===== config.mk =====
export PLATFORM = sky130hd
export DESIGN_NAME = circular_list_engine
export DESIGN_NICKNAME = d
export VERILOG_FILES = /design/src/rtl/core/cle_pkg.sv /design/src/rtl/core/cle_node_mem.sv /design/src/rtl/core/circular_list_engine.sv
export VERILOG_INCLUDE_DIRS = /design/src /design/src/rtl/core
export SDC_FILE = /design/constraint.sdc
export NUM_CORES = 2
export LEC_CHECK = 0
export BUFFER_PORTS_ARGS = -buffer_cell sky130_fd_sc_hd__buf_2
export CORE_MARGIN = 8
export CORE_UTILIZATION = 50
export CTS_CLUSTER_SIZE = 16
export DETAILED_ROUTE_END_ITERATION = 7
export PLACE_DENSITY = 0.75
export SYNTH_ARGS = -nofsm -noshare
export SYNTH_HDL_FRONTEND = slang
export SYNTH_SLANG_ARGS = --single-unit

===== constraint.sdc =====
create_clock -name clk -period 17.2 [get_ports clk]
set_input_delay 0.86 -clock clk [delete_from_list [all_inputs] [get_ports clk]]
set_output_delay 0.86 -clock clk [all_outputs]
set_load 0.01 [all_outputs]

===== src/rtl/core/circular_list_engine_macros.svh =====
// Assertion macros shared by the circular list engine RTL.
// Depends on nothing; the asserting module must have clk and arst_n in scope.
`ifndef CIRCULAR_LIST_ENGINE_MACROS_SVH
`define CIRCULAR_LIST_ENGINE_MACROS_SVH
`ifndef ASSERT_OFF
`define CLE_ASSERT(lbl, prop, msg) \
	lbl: assert property (@(posedge clk) disable iff (!arst_n) prop) else $error(msg);
`define CLE_ASSERT_NEVER(lbl, cond, msg) \
	lbl: assert property (@(posedge clk) disable iff (!arst_n) !(cond)) else $error(msg);
`else
`define CLE_ASSERT(lbl, prop, msg)
`define CLE_ASSERT_NEVER(lbl, cond, msg)
`endif
`endif


===== src/rtl/core/cle_pkg.sv =====
// Package of the circular list engine: opcodes, status codes, controller states.
// Depends on nothing.
`default_nettype none
package cle_pkg;
	localparam int POOL_NODES_DEF = 32;

	localparam logic [2:0] OP_INS_FRONT  = 3'd0;
	localparam logic [2:0] OP_INS_BACK   = 3'd1;
	localparam logic [2:0] OP_INS_AFTER  = 3'd2;
	localparam logic [2:0] OP_INS_BEFORE = 3'd3;
	localparam logic [2:0] OP_DEL_FRONT  = 3'd4;
	localparam logic [2:0] OP_DEL_BACK   = 3'd5;

	localparam logic [1:0] ST_OK       = 2'd0;
	localparam logic [1:0] ST_EMPTY    = 2'd1;
	localparam logic [1:0] ST_NOT_FOUND = 2'd2;
	localparam logic [1:0] ST_FULL     = 2'd3;

	typedef enum logic [3:0] {
		S_IDLE,
		S_DISPATCH,
		S_INS_RD,
		S_PRE,
		S_SRCH,
		S_INS_A,
		S_INS_B,
		S_DEL_RD,
		S_DEL_F,
		S_DEL_B,
		S_FIN
	} state_t;
endpackage
`default_nettype wire


===== src/rtl/core/cle_node_mem.sv =====
// Node pool storage: value and link memories with a shared registered read port.
// Depends on nothing; widths come from the top level parameters.
`default_nettype none
module cle_node_mem #(
	parameter int DEPTH = 32,
	parameter int IW = 5
) (
	input  wire logic                 clk,
	input  wire logic [IW-1:0]        rd_addr,
	output logic signed [31:0]        rd_val,
	output logic [IW-1:0]             rd_link,
	input  wire logic                 val_we,
	input  wire logic [IW-1:0]        val_addr,
	input  wire logic signed [31:0]   val_wdata,
	input  wire logic                 link_we,
	input  wire logic [IW-1:0]        link_addr,
	input  wire logic [IW-1:0]        link_wdata
);
	logic signed [31:0] val_mem [DEPTH];
	logic [IW-1:0] link_mem [DEPTH];

	always_ff @(posedge clk) begin
		if (val_we) begin
			val_mem[val_addr] <= val_wdata;
		end
		rd_val <= val_mem[rd_addr];
	end

	always_ff @(posedge clk) begin
		if (link_we) begin
			link_mem[link_addr] <= link_wdata;
		end
		rd_link <= link_mem[rd_addr];
	end
endmodule
`default_nettype wire


===== src/rtl/core/circular_list_engine.sv =====
// Top level of the circular list engine: controller, free mask and output register.
// Depends on cle_pkg, cle_node_mem and circular_list_engine_macros.svh.
//
// Usage: the input channel (in_valid/in_ready) carries one operation per transfer:
// opcode, data_value and insert_value. The output channel (out_valid/out_ready)
// returns one result per operation: status, removed_value and list_length.
// The block works on one operation at a time. In the idle state it takes a transfer.
// Key searches and delete at the back walk the list one node per cycle through the
// node memory read port; the other operations do not walk the list.
// A finished result sits in an output register; the next operation is accepted
// while it waits, and that operation holds in its last step until the receiver
// takes the earlier result, so a stalled receiver stalls the block without loss.
// Reset marks every node free, empties the list and clears the output valid flag;
// the node memories need no clearing since only linked nodes are ever read.
`default_nettype none
`include "circular_list_engine_macros.svh"
module circular_list_engine #(
	parameter int POOL_NODES = cle_pkg::POOL_NODES_DEF,
	localparam int IW = $clog2(POOL_NODES),
	localparam int CW = $clog2(POOL_NODES + 1)
) (
	input  wire logic               clk,
	input  wire logic               arst_n,
	input  wire logic               in_valid,
	output logic                    in_ready,
	input  wire logic [2:0]         opcode,
	input  wire logic signed [31:0] data_value,
	input  wire logic signed [31:0] insert_value,
	output logic                    out_valid,
	input  wire logic               out_ready,
	output logic [1:0]              status,
	output logic signed [31:0]      removed_value,
	output logic [CW-1:0]           list_length
);
	import cle_pkg::*;

	state_t state_q, state_c;

	// Operation being worked on.
	logic [2:0] op_q;
	logic signed [31:0] key_q, ins_q;

	// Walk and insert pointers: cur_q is the node a new one goes after,
	// nxt_q its successor, rd_q the node whose entry is being read.
	logic [IW-1:0] cur_q, nxt_q, rd_q, n_q, tnext_q;
	logic [CW-1:0] k_q;
	logic [1:0] status_q;
	logic signed [31:0] removed_q;

	// List state outside the node memories.
	logic [POOL_NODES-1:0] free_q;
	logic [IW-1:0] tail_q;
	logic [CW-1:0] count_q;

	logic out_valid_q;
	logic [1:0] out_status_q;
	logic signed [31:0] out_removed_q;
	logic [CW-1:0] out_length_q;

	// Memory port signals.
	logic [IW-1:0] rd_addr_c;
	logic signed [31:0] rd_val;
	logic [IW-1:0] rd_link;
	logic val_we_c, link_we_c;
	logic [IW-1:0] val_addr_c, link_addr_c, link_wdata_c;
	logic signed [31:0] val_wdata_c;

	// Lowest free node and whether any is free.
	logic [IW-1:0] free_idx;
	logic any_free;
	logic empty;
	logic hit;
	logic last_probe;
	logic fin_go;

	cle_node_mem #(
		.DEPTH(POOL_NODES),
		.IW(IW)
	) u_mem (
		.clk(clk),
		.rd_addr(rd_addr_c),
		.rd_val(rd_val),
		.rd_link(rd_link),
		.val_we(val_we_c),
		.val_addr(val_addr_c),
		.val_wdata(val_wdata_c),
		.link_we(link_we_c),
		.link_addr(link_addr_c),
		.link_wdata(link_wdata_c)
	);

	always_comb begin
		free_idx = '0;
		for (int i = POOL_NODES - 1; i >= 0; i--) begin
			if (free_q[i]) begin
				free_idx = IW'(i);
			end
		end
	end

	assign any_free = |free_q;
	assign empty = (count_q == '0);
	assign hit = (rd_val == key_q);
	assign last_probe = (CW'(k_q + 1'b1) == count_q);
	assign fin_go = !out_valid_q || out_ready;
	assign in_ready = (state_q == S_IDLE);

	assign out_valid = out_valid_q;
	assign status = out_status_q;
	assign removed_value = out_removed_q;
	assign list_length = out_length_q;

	always_ff @(posedge clk or negedge arst_n) begin
		if (!arst_n) begin
			state_q <= S_IDLE;
		end else begin
			state_q <= state_c;
		end
	end

	// Next state and memory accesses.
	always_comb begin
		state_c = state_q;
		rd_addr_c = '0;
		val_we_c = 1'b0;
		val_addr_c = free_idx;
		val_wdata_c = (op_q == OP_INS_FRONT || op_q == OP_INS_BACK) ? key_q : ins_q;
		link_we_c = 1'b0;
		link_addr_c = '0;
		link_wdata_c = '0;
		unique case (state_q)
			S_IDLE: begin
				if (in_valid) begin
					state_c = S_DISPATCH;
				end
			end
			S_DISPATCH: begin
				rd_addr_c = tail_q;
				priority case (op_q)
					OP_INS_FRONT, OP_INS_BACK: state_c = empty ? S_INS_A : S_INS_RD;
					OP_INS_AFTER: state_c = empty ? S_FIN : S_SRCH;
					OP_INS_BEFORE: state_c = empty ? S_FIN : S_PRE;
					OP_DEL_FRONT, OP_DEL_BACK: state_c = empty ? S_FIN : S_DEL_RD;
					default: state_c = S_FIN;
				endcase
			end
			S_INS_RD: state_c = S_INS_A;
			S_PRE: begin
				rd_addr_c = rd_link;
				state_c = S_SRCH;
			end
			S_SRCH: begin
				rd_addr_c = rd_link;
				if (hit) begin
					state_c = S_INS_A;
				end else if (last_probe) begin
					state_c = S_FIN;
				end
			end
			S_INS_A: begin
				if (!any_free) begin
					state_c = S_FIN;
				end else begin
					val_we_c = 1'b1;
					link_we_c = 1'b1;
					link_addr_c = free_idx;
					link_wdata_c = empty ? free_idx : nxt_q;
					state_c = S_INS_B;
				end
			end
			S_INS_B: begin
				link_we_c = 1'b1;
				link_addr_c = empty ? n_q : cur_q;
				link_wdata_c = n_q;
				state_c = S_FIN;
			end
			S_DEL_RD: begin
				rd_addr_c = rd_link;
				if (count_q == CW'(1)) begin
					state_c = S_FIN;
				end else if (op_q == OP_DEL_FRONT) begin
					state_c = S_DEL_F;
				end else begin
					state_c = S_DEL_B;
				end
			end
			S_DEL_F: begin
				link_we_c = 1'b1;
				link_addr_c = tail_q;
				link_wdata_c = rd_link;
				state_c = S_FIN;
			end
			S_DEL_B: begin
				rd_addr_c = rd_link;
				if (rd_link == tail_q) begin
					link_we_c = 1'b1;
					link_addr_c = rd_q;
					link_wdata_c = tnext_q;
					state_c = S_FIN;
				end
			end
			S_FIN: begin
				if (fin_go) begin
					state_c = S_IDLE;
				end
			end
			default: state_c = S_IDLE;
		endcase
	end

	// List state: free mask, tail and length.
	always_ff @(posedge clk or negedge arst_n) begin
		if (!arst_n) begin
			free_q <= '1;
			tail_q <= '0;
			count_q <= '0;
		end else begin
			priority case (state_q)
				S_INS_B: begin
					free_q[n_q] <= 1'b0;
					count_q <= CW'(count_q + 1'b1);
					if (empty || op_q == OP_INS_BACK
					    || (op_q == OP_INS_AFTER && cur_q == tail_q)) begin
						tail_q <= n_q;
					end
				end
				S_DEL_RD: begin
					if (count_q == CW'(1)) begin
						free_q[tail_q] <= 1'b1;
						count_q <= '0;
						tail_q <= '0;
					end
				end
				S_DEL_F: begin
					free_q[rd_q] <= 1'b1;
					count_q <= CW'(count_q - 1'b1);
				end
				S_DEL_B: begin
					if (rd_link == tail_q) begin
						free_q[tail_q] <= 1'b1;
						count_q <= CW'(count_q - 1'b1);
						tail_q <= rd_q;
					end
				end
				default: begin
				end
			endcase
		end
	end

	// Operation registers and walk pointers.
	always_ff @(posedge clk) begin
		priority case (state_q)
			S_IDLE: begin
				op_q <= opcode;
				key_q <= data_value;
				ins_q <= insert_value;
				status_q <= ST_OK;
				removed_q <= '0;
			end
			S_DISPATCH: begin
				rd_q <= tail_q;
				cur_q <= tail_q;
				k_q <= '0;
				if (empty && op_q != OP_INS_FRONT && op_q != OP_INS_BACK
				    && (op_q == OP_INS_AFTER || op_q == OP_INS_BEFORE
				        || op_q == OP_DEL_FRONT || op_q == OP_DEL_BACK)) begin
					status_q <= ST_EMPTY;
				end
			end
			S_INS_RD: nxt_q <= rd_link;
			S_PRE: rd_q <= rd_link;
			S_SRCH: begin
				if (op_q == OP_INS_AFTER) begin
					// The node read is the candidate itself.
					if (hit) begin
						cur_q <= rd_q;
						nxt_q <= rd_link;
					end else begin
						rd_q <= rd_link;
					end
				end else begin
					// The node read follows cur_q; the new node goes between them.
					if (hit) begin
						nxt_q <= rd_q;
					end else begin
						cur_q <= rd_q;
						rd_q <= rd_link;
					end
				end
				k_q <= CW'(k_q + 1'b1);
				if (!hit && last_probe) begin
					status_q <= ST_NOT_FOUND;
				end
			end
			S_INS_A: begin
				n_q <= free_idx;
				if (!any_free) begin
					status_q <= ST_FULL;
				end
			end
			S_DEL_RD: begin
				rd_q <= rd_link;
				tnext_q <= rd_link;
				if (count_q == CW'(1) || op_q == OP_DEL_BACK) begin
					removed_q <= rd_val;
				end
			end
			S_DEL_F: removed_q <= rd_val;
			S_DEL_B: begin
				if (rd_link != tail_q) begin
					rd_q <= rd_link;
				end
			end
			default: begin
			end
		endcase
	end

	// Output register.
	always_ff @(posedge clk or negedge arst_n) begin
		if (!arst_n) begin
			out_valid_q <= 1'b0;
		end else if (state_q == S_FIN && fin_go) begin
			out_valid_q <= 1'b1;
		end else if (out_ready) begin
			out_valid_q <= 1'b0;
		end
	end

	always_ff @(posedge clk) begin
		if (state_q == S_FIN && fin_go) begin
			out_status_q <= status_q;
			out_removed_q <= removed_q;
			out_length_q <= count_q;
		end
	end

	`CLE_ASSERT(a_count_bound, (count_q <= CW'(POOL_NODES)), "list length beyond pool size")
	`CLE_ASSERT(a_free_matches_count, ($countones(~free_q) == int'(count_q)), "free mask and length disagree")
	`CLE_ASSERT(a_accept_dispatch, (in_valid && in_ready |=> state_q == S_DISPATCH), "accepted transfer not dispatched")
	`CLE_ASSERT_NEVER(a_fin_overwrite, (state_q == S_FIN && out_valid_q && !out_ready && state_c != S_FIN), "result dropped while receiver stalls")
endmodule
`default_nettype wire

==> flow_summary_export.csv <==
group,metric,value,unit
critical_path,path_max_fanout,95,
cells_and_area,final_nets,4570,
critical_path,setup.worst_path.end_class,"flop",
sta,layout_setup_ws,10.87,ns
placed_design,hpwlAfterDp,82900,µm
logic_synthesis,async_flop_share,3.33,%
route,postRouteAntennaNets,0,
global_routing,grt_pass1_wl,230000,µm
cells_and_area,regArea,0.0427,mm²
logic_synthesis,synth-simple-area-share,13.4,%
critical_path,cp_top_family,"buffers and inverters",
die,rows,125,
power_and_ir_drop,powerDensity,188,mW/mm²
cells_and_area,final_layout_size_suffix_gt1_share,11.5,%
global_routing,grt_overflow_total,0,
power_and_ir_drop,p_clk_share,25.4,%
logic_synthesis,ys_ff_latch,1441,
sta,setup_tns,0,ns
critical_path,max_stage_delay,0.98,ns
critical_path,cp_data_required_time,17.87,ns
job,drv_cap,0,
critical_path,worst_path_most_repeated_cell,"buf_4",
die,die_h,356,µm
placed_design,io_buffer_count,112,
critical_path,cp_num_buf_inv,3,
power_and_ir_drop,intPower,7580,µW
critical_path,cp-start-kind,"flop",
sta,report.final.slew_viol_count,0,
logic_synthesis,synth_edf_count,1356,
route,routed_wl,158000,µm
logic_synthesis,synth_warnings,0,
logic_synthesis,synth_nets,4526,
cts,cts_max_level,4,
cts,cts_tree,"done",
cells_and_area,instances_no_fill,6130,
cts,cts_resized,0,
die,start_util,50.1,%
cells_and_area,diodes,0,
logic_synthesis,netlist_area,0.0579,mm²
route,via_count,38500,
cells_and_area,fill_cells,8847,
route,drtIter0Drc,6243,
power_and_ir_drop,leakagePower,0.0217,µW
status,failed_checks,"design-rule violations",
placed_design,dp_slack,11.08,ns
cells_and_area,multi_input_area,0.0141,mm²
sta,finalCriticalPeriod,6.33,ns
sta,max_slew_margin,13.6,%
min_path,hp-class,"in2reg",
cts,cts_buffer_depth,3,
placed_design,place.gp.congestion,0.838,
cts,clkSinkCount,1441,
route,drc,1,
sta,skew,0.0343,ns
route,viasPerCell,6.28,
power_and_ir_drop,switching_share,37.7,%
sta,rsz0062_at_grt,"false",
global_routing,grt_usage,23.9,%
sta,hold_viol,0,
route,firstDrtPassIters,8,
logic_synthesis,syn_area_per_cell,13.0,µm²
power_and_ir_drop,power_switching,4590,µW
logic_synthesis,seq_area_frac_synth,73.8,%
logic_synthesis,yosys_most_used_dff,"edfxtp_1",
cts,post-cts-setup-buffers,0,
power_and_ir_drop,p_comb_share,34.0,%
die,fp.coreArea,0.116,mm²
logic_synthesis,synth_xor_area_share,0.826,%
logic_synthesis,syn_inst,4448,
cts,clock_latency,0.76,ns
logic_synthesis,synthAdderAreaFrac,0.151,%
logic_synthesis,synth_compound_area_share,8.49,%
cts,holdBufCountCts,0,
critical_path,cpMaxStageDelayCell,"buf_4",
critical_path,cp.arrival,6.99,ns
cells_and_area,final_core_util,55.9,%
die,io_pins,113,
global_routing,antenna_found_initial,0,
cts,cts_root_buf,"clkbuf_16",
placed_design,dp_cells,5875,
cts,path_clk_slew,0.06,ns
sta,worstMarginPinSlew,1.29,ns
die,dieArea,0.127,mm²
cells_and_area,syn2layout_area_growth,11.6,%
critical_path,crit_chain,"or4b_1, o221a_4, buf_4, buf_4, buf_4, nor2_1, o21ai_1, a21oi_1, or4_1, nor3_1",
sta,post-route-period-util,36.8,%
logic_synthesis,synthDistinctLibCells,72,
power_and_ir_drop,power_frac_seq,40.6,%
power_and_ir_drop,ir_worst_vdd,164,µV
global_routing,grt_max_degree,193,
logic_synthesis,synth_mux_area_share,0.977,%
status,status,"finished, violations left",
cts,cts_inserted_buffers,139,
critical_path,worst-setup-path-type,"reg2reg",
global_routing,grt_pass1_vias,36300,
route,routedWlPerCell,25.7,µm
die,die_x,356,µm
sta,fmax,158,MHz
sta,setup_viol,0,
logic_synthesis,synth_top_family_by_area,"simple AND/OR/NAND/NOR gates",
==> cells by family after synthesis <==
kind of cell	after synthesis
and+or+nand+nor	1775
adders and majority gates	7
muxes	51
buffers and inverters	317
DFF	1441
xor gates and xnor gates	53
AOI/OAI and AO/OA	804
==> cells in the final DEF (no fill, tap or decap), types with 94 or more instances in the layout <==
cell       count
and3_1       111
o22ai_1       94
a21oi_1      276
clkbuf_16    141
nand3_1      143
nand2_1      941
nor2_1       299
edfxtp_1    1356
a31oi_1      116
buf_2        112
==> registers in the layout, summed over array words and instances, names as in the netlist <==
signal          cells
u_mem.link_mem    160
tail_q              5
rd_q                5
status              2
free_q             32
list_length         6
ins_q              32
removed_value      32
u_mem.val_mem    1024
key_q              32
u_mem.rd_val       32
status_q            2
cur_q               5
count_q             6
state_q             4
tnext_q             5
u_mem.rd_link       5
op_q                3
k_q                 6
removed_q          32
n_q                 5
nxt_q               5
out_valid           1
==> layer usage <==
layer / global-route usage [%] / part of all wire, % / vias to the layer above / routed length [µm]
li1: - / - / 16600 / -
met2: 37.1 / 46 / 2746 / 72700
met5: 0 / 0 / - / 0
met1: 33.0 / 37 / 18800 / 58400
met4: 10.5 / 4.2 / 0 / 6600
met3: 4.71 / 13 / 416 / 20000
==> synth_stat cells (5+ instances only) <==
library cell | instances | share of area (%)
nand2b_1 | 11 | 0.12
and3_1 | 111 | 1.2
dfstp_2 | 32 | 1.5
mux2_2 | 43 | 0.84
inv_1 | 36 | 0.23
nor3b_1 | 12 | 0.16
nand3_1 | 145 | 1.3
o31ai_1 | 6 | 0.078
nor2b_1 | 7 | 0.076
and2_1 | 40 | 0.43
nor3_1 | 103 | 0.89
nor2_1 | 315 | 2.0
buf_2 | 71 | 0.61
nand2_1 | 944 | 6.1
buf_4 | 19 | 0.25
a21oi_1 | 278 | 2.4
buf_6 | 7 | 0.14
mux2i_1 | 7 | 0.12
a22o_1 | 28 | 0.42
clkbuf_1 | 154 | 1.0
a31oi_1 | 116 | 1.3
ha_1 | 7 | 0.15
a222oi_1 | 8 | 0.14
xnor2_1 | 42 | 0.64
a2111oi_0 | 5 | 0.076
edfxtp_1 | 1356 | 70
o21ai_0 | 91 | 0.79
or4_1 | 32 | 0.42
dfxtp_1 | 37 | 1.3
a32oi_1 | 72 | 1.1
o22ai_1 | 94 | 1.0
nand4_1 | 16 | 0.17
xor2_1 | 10 | 0.15
buf_1 | 30 | 0.19
a22oi_1 | 7 | 0.091
dfrtp_1 | 16 | 0.69
o21ai_1 | 61 | 0.53
nor4_1 | 22 | 0.24
==> cell type report <==
cell class / instances / area share, %
Inverter: 36 / 0.209
Clock inverter: 79 / 1.36
Tap cell: 1524 / 2.95
Multi-Input combinational cell: 2690 / 21.8
Sequential cell: 1441 / 66.1
Timing Repair Buffer: 184 / 1.74
Clock buffer: 176 / 5.78
==> power by group through the flow <==
| stage | Combinational, µW | Sequential [µW] | Clock [µW] |
|---|---|---|---|
| after floorplan | 2860 | 4850 | 0 |
| after global placement | 3930 | 4990 | 0 |
| after detailed placement | 4020 | 5000 | 0 |
| after CTS | 4060 | 4930 | 3100 |
| after global routing | 4440 | 4960 | 3240 |
| final | 4140 | 4940 | 3090 |
==> metrics by stage <==
step           hold WS [ns]  instance area (µm²)  total power [µW]
4_1_cts               0.250                64600             12100
2_1_floorplan         0.400                57900              7710
3_5_place_dp          0.405                60000              9020
6_report              0.288                64600             12200
5_1_grt               0.262                64600             12600
3_3_place_gp          0.401                60000              8920
==> path summary, 6_finish.rpt <==
path / startpoint / slack [ns] / to / cells past startpoint
max: state_q[3] / 10.87 / u_mem.rd_val[2] / 10
min: insert_value[0] / 0.29 / ins_q[0] / 1
max reg2reg: state_q[3] / 10.87 / u_mem.rd_val[2] / 10
min reg2reg: removed_q[16] / 0.41 / removed_value[16] / 0
max in group asynchronous: arst_n / 16.20 / tail_q[3] / 1
min in group asynchronous: arst_n / 0.34 / count_q[1] / 1
Power figures use the tool's default switching activity.
